$ cat src/design/ppe_pkg.sv
// Package of the particle pool engine: types, codes and constants.
// No dependencies.
`default_nettype none
package ppe_pkg;
  localparam int unsigned PoolSizeDef = 512;

  typedef enum logic [1:0] {
    CMD_CLEAR = 2'd0,
    CMD_EMIT  = 2'd1,
    CMD_TICK  = 2'd2,
    CMD_DRAW  = 2'd3
  } cmd_e;

  typedef enum logic [1:0] {
    ST_DONE     = 2'd0,
    ST_REJECTED = 2'd1,
    ST_NOT_LIVE = 2'd2
  } status_e;

  // one queued command, already decoded by the front part
  typedef struct packed {
    cmd_e        cmd;
    logic [23:0] pos_x;
    logic [23:0] pos_y;
    logic [23:0] vel_x;
    logic [23:0] vel_y;
    logic [23:0] gravity;
    logic [15:0] lifetime;
    logic [15:0] start_size;
    logic [23:0] color_start;
    logic [23:0] color_end;
    logic [15:0] delta_time;
    logic [8:0]  slot;
  } cmd_t;

  typedef enum logic [3:0] {
    BK_IDLE,
    BK_EMIT,
    BK_TRD,
    BK_TAGE,
    BK_TMUL,
    BK_TSUM,
    BK_TVY,
    BK_TMVRD,
    BK_TMVWR,
    BK_DRD,
    BK_DDIV,
    BK_DOUT,
    BK_RESP
  } back_state_e;
endpackage
`default_nettype wire

$ cat src/design/ppe_chan_if.sv
// Valid/ready channel interfaces used on the engine ports.
// Depends on nothing.
`default_nettype none
interface ppe_in_if;
  logic        valid;
  logic        ready;
  logic [1:0]  cmd;
  logic [23:0] pos_x;
  logic [23:0] pos_y;
  logic [23:0] vel_x;
  logic [23:0] vel_y;
  logic [23:0] gravity;
  logic [15:0] lifetime;
  logic [15:0] start_size;
  logic [23:0] color_start;
  logic [23:0] color_end;
  logic [15:0] delta_time;
  logic [8:0]  slot;
  modport source (output valid, cmd, pos_x, pos_y, vel_x, vel_y, gravity, lifetime,
                  start_size, color_start, color_end, delta_time, slot, input ready);
  modport sink (input valid, cmd, pos_x, pos_y, vel_x, vel_y, gravity, lifetime,
                start_size, color_start, color_end, delta_time, slot, output ready);
endinterface

`default_nettype wire

$ cat src/design/ppe_front.sv
// Front part: takes input transfers and queues decoded commands.
// Depends on ppe_pkg and ppe_chan_if.
`default_nettype none
module ppe_front
  import ppe_pkg::*;
(
  input  wire logic clk_i,
  input  wire logic rst_ni,
  ppe_in_if.sink    in_i,
  output cmd_t      cmd_o,
  output logic      cmd_valid_o,
  input  wire logic cmd_pop_i
);
  // two-entry queue
  cmd_t       buf_q [2];
  logic       rd_q, rd_d, wr_q, wr_d;
  logic [1:0] cnt_q, cnt_d;
  logic       push;

  assign in_i.ready  = (cnt_q != 2'd2);
  assign push        = in_i.valid && in_i.ready;
  assign cmd_valid_o = (cnt_q != 2'd0);
  assign cmd_o       = buf_q[rd_q];

  always_comb begin
    rd_d  = rd_q ^ cmd_pop_i;
    wr_d  = wr_q ^ push;
    cnt_d = cnt_q + {1'b0, push} - {1'b0, cmd_pop_i};
  end

  always_ff @(posedge clk_i or negedge rst_ni) begin
    if (!rst_ni) begin
      rd_q  <= 1'b0;
      wr_q  <= 1'b0;
      cnt_q <= 2'd0;
    end else begin
      rd_q  <= rd_d;
      wr_q  <= wr_d;
      cnt_q <= cnt_d;
    end
  end

  always_ff @(posedge clk_i) begin
    if (push) begin
      buf_q[wr_q] <= '{cmd: cmd_e'(in_i.cmd), pos_x: in_i.pos_x, pos_y: in_i.pos_y,
                       vel_x: in_i.vel_x, vel_y: in_i.vel_y, gravity: in_i.gravity,
                       lifetime: in_i.lifetime, start_size: in_i.start_size,
                       color_start: in_i.color_start, color_end: in_i.color_end,
                       delta_time: in_i.delta_time, slot: in_i.slot};
    end
  end
endmodule
`default_nettype wire

$ cat src/flat_wrapper.sv
// flat-port wrapper written by rule: the top's interface ports become plain ports
module ppe_front_flat import ppe_pkg::*;
  (clk_i, rst_ni, cmd_o, cmd_valid_o, cmd_pop_i, in_i_valid, in_i_cmd, in_i_pos_x, in_i_pos_y, in_i_vel_x, in_i_vel_y, in_i_gravity, in_i_lifetime, in_i_start_size, in_i_color_start, in_i_color_end, in_i_delta_time, in_i_slot, in_i_ready);
  ppe_in_if in_i_i ();
  input  wire logic clk_i;
  input  wire logic rst_ni;
  output cmd_t cmd_o;
  output logic cmd_valid_o;
  input  wire logic cmd_pop_i;
  input wire logic [$bits(in_i_i.valid)-1:0] in_i_valid;
  input wire logic [$bits(in_i_i.cmd)-1:0] in_i_cmd;
  input wire logic [$bits(in_i_i.pos_x)-1:0] in_i_pos_x;
  input wire logic [$bits(in_i_i.pos_y)-1:0] in_i_pos_y;
  input wire logic [$bits(in_i_i.vel_x)-1:0] in_i_vel_x;
  input wire logic [$bits(in_i_i.vel_y)-1:0] in_i_vel_y;
  input wire logic [$bits(in_i_i.gravity)-1:0] in_i_gravity;
  input wire logic [$bits(in_i_i.lifetime)-1:0] in_i_lifetime;
  input wire logic [$bits(in_i_i.start_size)-1:0] in_i_start_size;
  input wire logic [$bits(in_i_i.color_start)-1:0] in_i_color_start;
  input wire logic [$bits(in_i_i.color_end)-1:0] in_i_color_end;
  input wire logic [$bits(in_i_i.delta_time)-1:0] in_i_delta_time;
  input wire logic [$bits(in_i_i.slot)-1:0] in_i_slot;
  output wire logic [$bits(in_i_i.ready)-1:0] in_i_ready;
  assign in_i_i.valid = in_i_valid;
  assign in_i_i.cmd = in_i_cmd;
  assign in_i_i.pos_x = in_i_pos_x;
  assign in_i_i.pos_y = in_i_pos_y;
  assign in_i_i.vel_x = in_i_vel_x;
  assign in_i_i.vel_y = in_i_vel_y;
  assign in_i_i.gravity = in_i_gravity;
  assign in_i_i.lifetime = in_i_lifetime;
  assign in_i_i.start_size = in_i_start_size;
  assign in_i_i.color_start = in_i_color_start;
  assign in_i_i.color_end = in_i_color_end;
  assign in_i_i.delta_time = in_i_delta_time;
  assign in_i_i.slot = in_i_slot;
  assign in_i_ready = in_i_i.ready;
  ppe_front u_core (.clk_i(clk_i), .rst_ni(rst_ni), .in_i(in_i_i), .cmd_o(cmd_o), .cmd_valid_o(cmd_valid_o), .cmd_pop_i(cmd_pop_i));
endmodule
$ cat config.mk
export PLATFORM = sky130hd
export DESIGN_NAME = ppe_front_flat
export DESIGN_NICKNAME = d
export VERILOG_FILES = /design/src/design/ppe_pkg.sv /design/src/design/ppe_chan_if.sv /design/src/design/ppe_front.sv /design/src/flat_wrapper.sv
export SDC_FILE = /design/constraint.sdc
export NUM_CORES = 1
export LEC_CHECK = 0
export ABC_AREA = 1
export BUFFER_PORTS_ARGS = -buffer_cell sky130_fd_sc_hd__buf_2
export CORE_MARGIN = 2
export CORE_UTILIZATION = 40
export DETAILED_ROUTE_END_ITERATION = 8
export GPL_ROUTABILITY_DRIVEN = 0
export SETUP_SLACK_MARGIN = 0.2
export SLEW_MARGIN = 20
export SYNTH_ARGS = -nofsm -noshare
export SYNTH_HDL_FRONTEND = slang
export SYNTH_SLANG_ARGS = --single-unit
$ cat constraint.sdc
create_clock -name clk_i -period 15.55 [get_ports clk_i]
set_input_delay 0 -clock clk_i [delete_from_list [all_inputs] [get_ports clk_i]]
set_output_delay 0 -clock clk_i [all_outputs]
set_load 0.01 [all_outputs]
Yosys cells after proc, flatten, opt, wreduce, memory -nomap -nowiden. Memories as Yosys holds them, arrays and structs flattened. Index checks and enable logic that the tools add are counted.

$add $sub $neg: 2. Equality and inequality tests: 1. Muxes and demuxes: 2. Bitwise gates (word level): 2. Reductions and logical operators: 2.

Operators with widths (count): 2-bit by 1-bit adder with 2-bit output (1); 1-bit 2-to-1 mux (2); 2-bit inequality test (second input constant) (1); 2-bit nonzero test (1); 2-bit by 1-bit subtractor with 2-bit output (1); 1-bit bitwise XOR (2); 1-bit logical AND (1).

Flip-flop bits (word level): 4. Bits in writable memories: 454. Memories: 1.

Memories: u_core.buf_q (words 2, width 227, rd ports 1, clocked after memory_dff 0, write ports 1, line ppe_front.sv:15) `cmd_t buf_q [2];`.

Logic depth before layout (Yosys ltp). Gate-level depths: netlist (run 1).

Depth after elaboration: 4. Gate-level depth with buffers: 8. Gate-level depth less buffers: 8.

Least setup slack after synthesis (run 1). OpenSTA, ideal clock, no wires.

Path kind: register to register. Start point: reg u_core.cnt_q[1]. End point: mem u_core.buf_q[1][0] (netlist bit), enable pin. Library setup time: 0.818 ns. Data arrival time: 10.042 ns. Required time: 14.732 ns. Slack: 4.690 ns. Cell stages (with the launch flop): 4. Buffers on the path: 0. Cells stage by stage: dfrtp_1 nand2_1 nand2_1 nor2_1.

Word-level cells in the longest chain between the ends: 4.

RTL lines: start: declaration (line ppe_front.sv:17) `logic [1:0] cnt_q, cnt_d;`; start signal: assignment (line ppe_front.sv:39) `cnt_q <= cnt_d;`; 2-bit inequality test (line ppe_front.sv:20) `assign in_i.ready = (cnt_q != 2'd2);`; via in_i_ready (line flat_wrapper.sv:23) `output wire logic [$bits(in_i_i.ready)-1:0] in_i_ready;`; 1-bit logical AND (line ppe_front.sv:21) `assign push = in_i.valid && in_i.ready;`; 1-bit 2-to-1 mux (line ppe_front.sv:44) `if (push) begin`; 1-bit 2-to-1 mux (not written as such) (line ppe_front.sv:45) `buf_q[wr_q] <= '{cmd: cmd_e'(in_i.cmd), pos_x: in_i.pos_x, pos_y: in_i.pos_y,`; end: declaration (line ppe_front.sv:15).

The timed path passes the listed nets, and every way through them passes these cells.

==> flow_summary.json, run 1 <==
{
  "grt_util_met3_pct": 5.09,
  "worst-path-max-fanout": 71,
  "grt_antenna_before_repair": 1,
  "drtPass1Iterations": 4,
  "max_transition_margin_pct": 32.7,
  "drcViolationCount": 0,
  "synthXorXnorAreaFrac_pct": 0.105,
  "synth_cells": 734,
  "crit_path_cell_trace": "buf_4 > buf_4 > mux2_2 > buf_2",
  "cts-buffers-inserted": 47,
  "cts.clk_slew.worst_paths_ns": 0.06,
  "run_status": "finished clean",
  "post_layout_nonfiller_instances": 2025,
  "timing.critical_path.required_ns": 15.55,
  "worst-setup-path-type": "reg -> out",
  "globalRouteMet2Util_pct": 28.7,
  "syn_area_per_cell_um2": 22.7,
  "worstHoldPathCells": 2,
  "synthesis.nets": 967,
  "synth-compound-area-share_pct": 0.0300,
  "critPathCaptureType": "primary output",
  "die-width_um": 208,
  "core.rowCount": 74,
  "worst_skew_pair.late_latency_ns": 0.56,
  "timing.critical_path.max_delay_family": "buffers and inverters",
  "library_cell_contributing_the_largest_single_delay_on_the_critical_path": "sky130_fd_sc_hd__buf_4",
  "yosysWarnings": 0,
  "timing.critical_path.from_type": "flop",
  "max_capacitance_violation_count": 0,
  "post_synthesis_adder_cell_area_fraction_pct": 0.150,
  "design.die.area_um2": 43400,
  "ys_seq_area_share_pct": 82.3,
  "clock_tree.buffer_depth": 3,
  "netlist-cell-type-count": 12,
  "rsz0062_at_grt": "false",
  "num_vias": 9436,
  "cp.buffers_inverters": 3,
  "timing.reg2reg.worst_path_depth": 4,
  "floorplan.core_area_um2": 41000,
  "tritoncts": "built",
  "final_total_negative_setup_slack_ns": 0,
  "p_per_area_nw_per_um2": 173,
  "globalRoute.totalOverflow": 0,
  "final-setup-viol-count": 0,
  "ys_ff_latch": 458,
  "placement.io_buffers": 459,
  "flow.area_growth_from_synthesis_pct": 39.2,
  "detailedRoute.firstIterationViolations": 507,
  "synth_simple_gate_area_share_pct": 0.262,
  "grt-busiest-layer": "met2",
  "largest_family_of_logic_cells_by_synthesized_area": "multiplexers",
  "cts_resized": 0,
  "timing.critical_path.mode_cell": "sky130_fd_sc_hd__buf_4",
  "route.final.wire_length_um": 37900,
  "hold_ws_ns": 0.161,
  "die_h_um": 208,
  "min_clock_period_post_route_ns": 3.60,
  "mappedNetlistArea_um2": 16700,
  "grt_use_total_pct": 17.3,
  "worst_ep_arrival_time_ns": 3.60,
  "final_nets": 1691,
  "top_level_ports": 460,
  "irDropWorstVdd_v": 0.000119,
  "grt_pass1_vias": 10300,
  "fin_util_pct": 56.6,
  "synth_mux_area_share_pct": 15.3,
  "global_route_wire_length_before_repair_um": 57900,
  "vias_per_cell": 4.66,
  "grt_util_met1_pct": 21.2,
  "slew_violations": 0,
  "detailedPlacementHpwl_um": 23900,
  "root_buffer": "sky130_fd_sc_hd__clkbuf_16",
  "drt.antenna.violating_nets": 0,
  "p_leak_nw": 8.77,
  "finalCritPeriodShare_pct": 23.1,
  "layout.filler_cells": 3194,
  "clock-skew-final_ns": 0.0107,
  "clock_sink_count": 458,
  "synth_area_leaders": "sky130_fd_sc_hd__edfxtp_1 (82%), sky130_fd_sc_hd__mux2_2 (15%), sky130_fd_sc_hd__buf_6 (1.6%)",
  "drive_gt1_share_pct": 50.7,
  "numPlacedInstances": 1710,
  "critical-path-max-stage-delay_ns": 0.87,
  "floorplan.initialDensity_pct": 40.7,
  "max_freq_mhz": 278,
  "finalHoldViolations": 0,
  "min-delay-path-class": "in -> reg",
  "synth_largest_area_cell": "sky130_fd_sc_hd__edfxtp_1",
  "worstSetupPathDepth": 4,
  "power.total_w": 0.00402,
  "top_cell_type_s_share_of_synthesized_area_pct": 81.7,
  "htree_num_levels": 2,
  "max_slew.worst_pin.slew_ns": 1.01,
  "largest_net_degree_at_the_start_of_global_routing": 73,
  "wl_per_cell_um": 18.7
}
per-layer routing:
| layer | share of wire [%] | up-vias |
|---|---|---|
| met5 | 0 | - |
| met4 | 3.6 | 0 |
| met3 | 6.9 | 81 |
| met2 | 49 | 359 |
| met1 | 41 | 4623 |
| li1 | - | 4373 |
sequential cells by signal, indices dropped and copies added (netlist names):
name and flops:
u_core.buf_q 454, u_core.cnt_q 2, u_core.rd_q 1, u_core.wr_q 1
through the flow:
stage / cell area [um^2] / worst slack (ns)
global route: 23200 / 11.72
detailed placement: 19500 / 12.22
finish: 23200 / 11.95
global placement: 19500 / 12.23
floorplan: 16700 / 4.69
CTS: 23200 / 11.86
cells by family after synthesis:
family                   after synthesis
XOR/XNOR                               2
adder cells (fa/ha/maj)                2
AND/OR/NAND/NOR                       11
AO/OA/AOI/OAI                          1
flip-flops                           458
buffers and inverters                 33
multiplexers                         227
what timing repair did:
action                    CTS  global route
hold buffers              231             0
setup buffers               0             0
hold endpoints to repair  462             0
synth_stat cells:
master                     instances
sky130_fd_sc_hd__a21oi_1           1
sky130_fd_sc_hd__buf_4             1
sky130_fd_sc_hd__buf_6            24
sky130_fd_sc_hd__dfrtp_1           4
sky130_fd_sc_hd__edfxtp_1        454
sky130_fd_sc_hd__ha_1              2
sky130_fd_sc_hd__inv_1             8
sky130_fd_sc_hd__mux2_2          227
sky130_fd_sc_hd__nand2_1           8
sky130_fd_sc_hd__nand3_1           2
sky130_fd_sc_hd__nor2_1            1
sky130_fd_sc_hd__xor2_1            2
power by group:
part | internal, W | switching (W) | total (W)
registers | 0.00169 | 0.0000734 | 0.00176
logic | 0.000533 | 0.000666 | 0.00120
clock network | 0.000622 | 0.000436 | 0.00106
final timing paths:
check	startpoint	endpoint	slack, ns
max	u_core.rd_q$_DFF_PN0_	cmd_o[108]	11.95
min	in_i_vel_y[22]	u_core.buf_q[0][151]$_DFFE_PP_	0.16
max reg2reg	u_core.cnt_q[1]$_DFF_PN0_	u_core.buf_q[0][167]$_DFFE_PP_	12.28
min reg2reg	u_core.cnt_q[1]$_DFF_PN0_	u_core.cnt_q[1]$_DFF_PN0_	0.69
max in group asynchronous	rst_ni	u_core.rd_q$_DFF_PN0_	14.96
min in group asynchronous	rst_ni	u_core.rd_q$_DFF_PN0_	0.39
layout by cell type (no fill, tap or decap), types with 2 or more instances in the layout:
cell and instances:
sky130_fd_sc_hd__buf_2 459, sky130_fd_sc_hd__edfxtp_1 454, sky130_fd_sc_hd__bufinv_16 3, sky130_fd_sc_hd__nand2_1 8, sky130_fd_sc_hd__dfrtp_1 3, sky130_fd_sc_hd__mux2_2 227, sky130_fd_sc_hd__buf_4 10, sky130_fd_sc_hd__inv_1 8
sky130_fd_sc_hd__clkbuf_1 13, sky130_fd_sc_hd__clkbuf_16 49, sky130_fd_sc_hd__xor2_1 2, sky130_fd_sc_hd__clkinv_2 6, sky130_fd_sc_hd__nand3_1 2, sky130_fd_sc_hd__dlygate4sd3_1 231, sky130_fd_sc_hd__clkinv_1 12
area by class of cell:
class                      count  area, um^2  area share (%)
antenna                        1        2.50          0.0108
clock buffer                  62        1270            5.49
clock inverter                21         165           0.711
inverter                       8        30.0           0.129
multi-input combinational    243        2670            11.5
sequential                   458       13700            59.1
tap                          532         666            2.87
timing repair buffer         700        4680            20.2
Note: power is estimated with default switching activity, not from simulation.
==> run 2, diff against run 1 <==
--- a/config.mk
+++ b/config.mk
@@ -5,7 +5,7 @@
 export SDC_FILE = /design/constraint.sdc
 export NUM_CORES = 1
 export LEC_CHECK = 0
-export ABC_AREA = 1
+export ABC_AREA = 0
 export BUFFER_PORTS_ARGS = -buffer_cell sky130_fd_sc_hd__buf_2
 export CORE_MARGIN = 2
 export CORE_UTILIZATION = 40
==> constraint.sdc (replaced) <==
create_clock -name clk_i -period 3.6 [get_ports clk_i]
set_input_delay 0 -clock clk_i [delete_from_list [all_inputs] [get_ports clk_i]]
set_output_delay 0 -clock clk_i [all_outputs]
set_load 0.01 [all_outputs]
==> run 2 against run 1 <==
Against the previous run: flip-flop and latch count is the same; register-to-register slack lost 11 ns; synthesized cell count shrank 1.2%; setup slack lost 11 ns; utilization grew 0.39 points; sequential power grew to 4.3 times the previous value; total power grew to 4.4 times the previous value; clock skew shrank 0.0016 ns; critical path depth shrank 1; design area grew 0.69%; area after synthesis is essentially flat.
==> flow_summary.json, run 2 <==
{
  "die_h_um": 208,
  "worst-setup-path-type": "reg -> out",
  "p_per_area_nw_per_um2": 752,
  "grt_antenna_before_repair": 1,
  "critPathCaptureType": "primary output",
  "max_transition_margin_pct": 51.1,
  "design.die.area_um2": 43300,
  "met2WireLength_um": 18800,
  "netlist-cell-type-count": 16,
  "grt_use_total_pct": 17.1,
  "drive_gt1_share_pct": 51.4,
  "clock_tree.buffer_depth": 3,
  "rsz0062_at_grt": "false",
  "worst_ep_arrival_time_ns": 2.53,
  "min-delay-path-class": "in -> reg",
  "met3WireLength_um": 3160,
  "syn_area_per_cell_um2": 23.0,
  "cts.clk_slew.worst_paths_ns": 0.06,
  "max_slew.worst_pin.slew_ns": 0.733,
  "yosysMostFrequentCell": "sky130_fd_sc_hd__edfxtp_1",
  "final_nets": 1687,
  "synth_largest_area_cell": "sky130_fd_sc_hd__edfxtp_1",
  "timing.critical_path.required_ns": 3.60,
  "global_route_wire_length_before_repair_um": 57100,
  "drcViolationCount": 0,
  "max_freq_mhz": 395,
  "numPlacedInstances": 1706,
  "globalRoute.totalOverflow": 0,
  "flow.area_growth_from_synthesis_pct": 40.3,
  "r2r-start": "u_core.cnt_q[0]$_DFF_PN0_",
  "ys_seq_area_share_pct": 82.4,
  "synthXorXnorAreaFrac_pct": 0.158,
  "detailedRoute.firstIterationViolations": 489,
  "placement.io_buffers": 459,
  "synth-edff-count": 454,
  "slew_violations": 0,
  "top_level_ports": 460,
  "synth_simple_gate_area_share_pct": 0.210,
  "worst_skew_pair.late_latency_ns": 0.56,
  "layout.filler_cells": 3184,
  "registers.top_by_ff_count": "u_core.buf_q",
  "placed_cell_area_um2": 19600,
  "finalCritPeriodShare_pct": 70.4,
  "drtPass1Iterations": 5,
  "worst-path-max-fanout": 67,
  "detailedPlacementHpwl_um": 24200,
  "top_cells_by_instance_count_after_synthesis": "sky130_fd_sc_hd__edfxtp_1 (454), sky130_fd_sc_hd__mux2_2 (227), sky130_fd_sc_hd__buf_6 (24)",
  "timing.critical_path.from_type": "flop",
  "route.final.wire_length_um": 37800,
  "drt.antenna.violating_nets": 0,
  "mappedNetlistArea_um2": 16700,
  "floorplan.initialDensity_pct": 40.7,
  "commonest_non_fill_non_tap_cell_in_the_layout": "sky130_fd_sc_hd__buf_2",
  "num_vias": 9473,
  "post_layout_nonfiller_instances": 2024,
  "yosysWarnings": 0,
  "largest_net_degree_at_the_start_of_global_routing": 72,
  "grt_pass1_vias": 10100,
  "clock_sink_count": 458,
  "setup.worst_path.start": "u_core.rd_q$_DFF_PN0_",
  "p_leak_nw": 8.80,
  "final-setup-viol-count": 0,
  "final_total_negative_setup_slack_ns": 0,
  "synth-compound-area-share_pct": 0,
  "post_synthesis_adder_cell_area_fraction_pct": 0.150,
  "tritoncts": "built",
  "synth_cells": 725,
  "stdcell_area_um2": 23400,
  "cts_resized": 0,
  "cts-buffers-inserted": 47,
  "layout_common_cells": "sky130_fd_sc_hd__buf_2 (459), sky130_fd_sc_hd__edfxtp_1 (454), sky130_fd_sc_hd__dlygate4sd3_1 (231), sky130_fd_sc_hd__mux2_2 (227), sky130_fd_sc_hd__clkbuf_16 (49)",
  "top_cell_type_s_share_of_synthesized_area_pct": 81.8,
  "most_used_flip_flop_cell_after_synthesis": "sky130_fd_sc_hd__edfxtp_1",
  "max_capacitance_violation_count": 0,
  "irDropWorstVdd_v": 0.000516,
  "synthesis.nets": 958,
  "vias_per_cell": 4.68,
  "topRoutingLayerUsed": "met4",
  "largest_family_of_logic_cells_by_synthesized_area": "multiplexers",
  "ys_ff_latch": 458,
  "async_flop_share_pct": 0.873,
  "largestRegisters": "u_core.buf_q (454), u_core.cnt_q (2)",
  "root_buffer": "sky130_fd_sc_hd__clkbuf_16",
  "hold_start": "in_i_pos_y[7]",
  "clock-skew-final_ns": 0.00914,
  "synth_mux_area_share_pct": 15.4,
  "run_status": "finished clean",
  "synth_area_leaders": "sky130_fd_sc_hd__edfxtp_1 (82%), sky130_fd_sc_hd__mux2_2 (15%), sky130_fd_sc_hd__buf_6 (1.6%)",
  "die-width_um": 208,
  "core.rowCount": 74,
  "min_clock_period_post_route_ns": 2.53,
  "htree_num_levels": 2,
  "finalHoldViolations": 0,
  "met1_length_um": 15000,
  "max_ffs_per_register": 454,
  "floorplan.core_area_um2": 41000,
  "wl_per_cell_um": 18.7
}
[run 2: path summary, 6_finish.rpt]
path,slack [ns],to,depth (start not counted)
min in group asynchronous,0.38,u_core.rd_q$_DFF_PN0_,3
max in group asynchronous,3.02,u_core.rd_q$_DFF_PN0_,3
worst max register to register,1.50,u_core.buf_q[1][37]$_DFFE_PP_,3
worst min register to register,0.66,u_core.cnt_q[1]$_DFF_PN0_,2
worst max-delay path,1.07,cmd_o[99],3
worst min-delay path,0.16,u_core.buf_q[0][184]$_DFFE_PP_,2
[run 2: cell type report]
cell class              instances  area [um^2]  area share (%)
inverters                       3         11.3          0.0481
clock buffers                  60         1270            5.42
well taps                     532          666            2.85
repair buffers                705         4810            20.6
flip-flops and latches        458        13700            58.7
clock inverters                26          224           0.958
diodes                          1         2.50          0.0107
multi-input cells             239         2670            11.4
[run 2: routing by layer]
layer / vias to the layer above / GRT usage [%]
li1: 4370 / -
met1: 4704 / 20.5
met2: 341 / 29.1
met3: 58 / 5.68
met4: 0 / 5.83
met5: - / 0
[run 2: through the flow]
| step | hold WS [ns] | total power (W) | util [%] | setup WS [ns] |
|---|---|---|---|---|
| finish | 0.159 | 0.0176 | 57.0 | 1.07 |
| global route | 0.143 | 0.0184 | 57.0 | 0.987 |
| CTS | 0.117 | 0.0178 | 57.0 | 1.05 |
| detailed placement | -0.184 | 0.0129 | 47.7 | 1.43 |
| global placement | -0.190 | 0.0128 | 47.7 | 1.46 |
| floorplan | -0.296 | 0.0109 | - | 0.755 |
[run 2: cells by family (layout without fill, tap and decap cells)]
group,after synthesis,in the layout
xor gates and xnor gates,3,3
DFF,458,458
adders and majority gates,2,2
other,0,1
and+or+nand+nor,6,6
buffers and inverters,28,794
muxes,228,228
[run 2: what timing repair did]
item                                    CTS  global route
hold buffers                            231             0
endpoints found under the hold margin   462             0
buffers inserted                          0             0
endpoints found under the setup margin    0             0
[run 2: critical path: stages, from the launching register on]
cell and delay [ns]:
sky130_fd_sc_hd__dfrtp_4 0.91, sky130_fd_sc_hd__buf_12 0.38, sky130_fd_sc_hd__mux2_2 0.40, sky130_fd_sc_hd__buf_2 0.15
[run 2: where the power goes]
group          internal [W]  switching [W]  total (W)  leakage [nW]
Clock               0.00277        0.00192    0.00469         0.726
Sequential          0.00727       0.000344    0.00762          4.26
Combinational       0.00241        0.00286    0.00527          3.82
==> run 3, diff against run 2 <==
==> constraint.sdc (replaced) <==
create_clock -name clk_i -period 2.7 [get_ports clk_i]
set_input_delay 0 -clock clk_i [delete_from_list [all_inputs] [get_ports clk_i]]
set_output_delay 0 -clock clk_i [all_outputs]
set_load 0.01 [all_outputs]
==> run 3 against run 2 <==
Against the previous run: sequential share of layout area down 0.45 points; total power up 36%; routed wire length up 1.9%; die area unchanged; register-to-register slack worse by 0.65 ns; count of clock-buffer cells in the layout down 6; via count up 0.44%; sequential power up 33%; clock power up 39%.
==> flow_summary.json, run 3 (synthesis gave the netlist of run 2 again) <==
{
  "drt.antenna.violating_nets": 0,
  "critPathCaptureType": "primary output",
  "wl_per_cell_um": 19.0,
  "design.die.area_um2": 43300,
  "max_ffs_per_register": 454,
  "floorplan.initialDensity_pct": 40.7,
  "layout_common_cells": "sky130_fd_sc_hd__buf_2 (459), sky130_fd_sc_hd__edfxtp_1 (454), sky130_fd_sc_hd__dlygate4sd3_1 (231), sky130_fd_sc_hd__mux2_2 (227), sky130_fd_sc_hd__clkbuf_16 (49)",
  "min-delay-path-class": "in -> reg",
  "final_nets": 1696,
  "htree_num_levels": 2,
  "worst-path-max-fanout": 36,
  "cts_resized": 0,
  "grt_antenna_before_repair": 3,
  "largestRegisters": "u_core.buf_q (454), u_core.cnt_q (2)",
  "final-setup-viol-count": 0,
  "max_transition_margin_pct": 69.6,
  "die-width_um": 208,
  "max_capacitance_violation_count": 0,
  "die_h_um": 208,
  "max_slew.worst_pin.slew_ns": 0.456,
  "flow.area_growth_from_synthesis_pct": 41.3,
  "finalCritPeriodShare_pct": 85.9,
  "cts-buffers-inserted": 47,
  "clock-skew-final_ns": 0.0107,
  "seq_power_share_pct": 42.3,
  "run_status": "finished clean",
  "max_freq_mhz": 431,
  "finalHoldViolations": 0,
  "num_vias": 9515,
  "placement.io_buffers": 459,
  "detailedRoute.firstIterationViolations": 414,
  "vias_per_cell": 4.68,
  "timing.critical_path.from_type": "flop",
  "share_comb_of_total_power_pct": 30.4,
  "switching_share_of_total_power_pct": 29.0,
  "clock_sink_count": 458,
  "cts.clk_slew.worst_paths_ns": 0.06,
  "route.final.wire_length_um": 38600,
  "min_clock_period_post_route_ns": 2.32,
  "globalRoute.totalOverflow": 0,
  "drtPass1Iterations": 7,
  "post_cts.repair.setup_buffers": 0,
  "top_level_ports": 460,
  "grt_pass1_vias": 10400,
  "rsz0062_at_grt": "false",
  "registers.top_by_ff_count": "u_core.buf_q",
  "core.rowCount": 74,
  "p_leak_nw": 8.91,
  "drcViolationCount": 0,
  "irDropWorstVdd_v": 0.000682,
  "numPlacedInstances": 1715,
  "grt_use_total_pct": 17.5,
  "layout.filler_cells": 3188,
  "clock_tree.buffer_depth": 3,
  "cts_hold_buf": 231,
  "root_buffer": "sky130_fd_sc_hd__clkbuf_16",
  "power.internal_w": 0.0169,
  "post_layout_nonfiller_instances": 2033,
  "floorplan.core_area_um2": 41000,
  "tritoncts": "built",
  "net_switching_power_w": 0.00692,
  "fin_util_pct": 57.5,
  "timing.critical_path.required_ns": 2.70,
  "p_per_area_nw_per_um2": 1010,
  "commonest_non_fill_non_tap_cell_in_the_layout": "sky130_fd_sc_hd__buf_2",
  "worst_skew_pair.late_latency_ns": 0.56,
  "largest_net_degree_at_the_start_of_global_routing": 72,
  "global_route_wire_length_before_repair_um": 58500,
  "slew_violations": 0,
  "p_clk_share_pct": 27.3,
  "worst_ep_arrival_time_ns": 2.32,
  "detailedPlacementHpwl_um": 25200,
  "drive_gt1_share_pct": 52.4,
  "worst-setup-path-type": "reg -> out"
}
run 3: worst max-delay path: stages, from the launching register on:
cell                      delay [ns]
sky130_fd_sc_hd__dfrtp_4        0.65
sky130_fd_sc_hd__buf_12         0.27
sky130_fd_sc_hd__buf_4          0.27
sky130_fd_sc_hd__mux2_2         0.37
sky130_fd_sc_hd__buf_2          0.14
run 3: metrics by stage:
| step | power (W) | hold WS, ns | instance area (um^2) | setup TNS, ns | worst slack [ns] |
|---|---|---|---|---|---|
| after floorplan | 0.0146 | -0.296 | 16700 | -11.49 | -0.0506 |
| after CTS | 0.0241 | 0.107 | 23600 | 0 | 0.329 |
| after global placement | 0.0172 | -0.187 | 19700 | 0 | 0.867 |
| final | 0.0238 | 0.153 | 23600 | 0 | 0.380 |
| after global routing | 0.0249 | 0.132 | 23600 | 0 | 0.256 |
| after detailed placement | 0.0173 | -0.184 | 19700 | 0 | 0.823 |
run 3: final cells by class:
type                       count  area, um^2  area share [%]
antenna                        3        7.51          0.0319
multi-input combinational    239        2680            11.4
timing repair buffer         714        4930            20.9
clock inverter                30         295            1.25
tap                          532         666            2.82
sequential                   458       13700            58.3
inverter                       3        11.3          0.0478
clock buffer                  54        1240            5.28
run 3: final timing paths:
check	startpoint	endpoint	slack, ns	depth (start not counted)
min in group asynchronous	rst_ni	u_core.cnt_q[0]$_DFF_PN0_	0.37	3
min reg2reg	u_core.wr_q$_DFF_PN0_	u_core.wr_q$_DFF_PN0_	0.66	3
max in group asynchronous	rst_ni	u_core.rd_q$_DFF_PN0_	2.12	3
max reg2reg	u_core.cnt_q[0]$_DFF_PN0_	u_core.buf_q[0][72]$_DFFE_PP_	0.85	4
min	in_i_color_end[10]	u_core.buf_q[1][35]$_DFFE_PP_	0.15	2
max	u_core.rd_q$_DFF_PN0_	cmd_o[84]	0.38	4
run 3: routing by layer:
layer  share of wire, %  track usage [%]  wire (um)
met1                 39             20.5      15200
met3                8.6             6.01       3310
met5                  0                0          0
met4                2.9             6.97       1100
met2                 49             29.7      19000
run 3: power by group through the flow:
| stage | clock network (W) | registers (W) | logic, W |
|---|---|---|---|
| 6_report | 0.00651 | 0.0101 | 0.00724 |
| 5_1_grt | 0.00693 | 0.0102 | 0.00778 |
| 4_1_cts | 0.00666 | 0.0101 | 0.00737 |
| 3_5_place_dp | 0 | 0.0102 | 0.00705 |
| 3_3_place_gp | 0 | 0.0102 | 0.00705 |
| 2_1_floorplan | 0 | 0.0101 | 0.00443 |
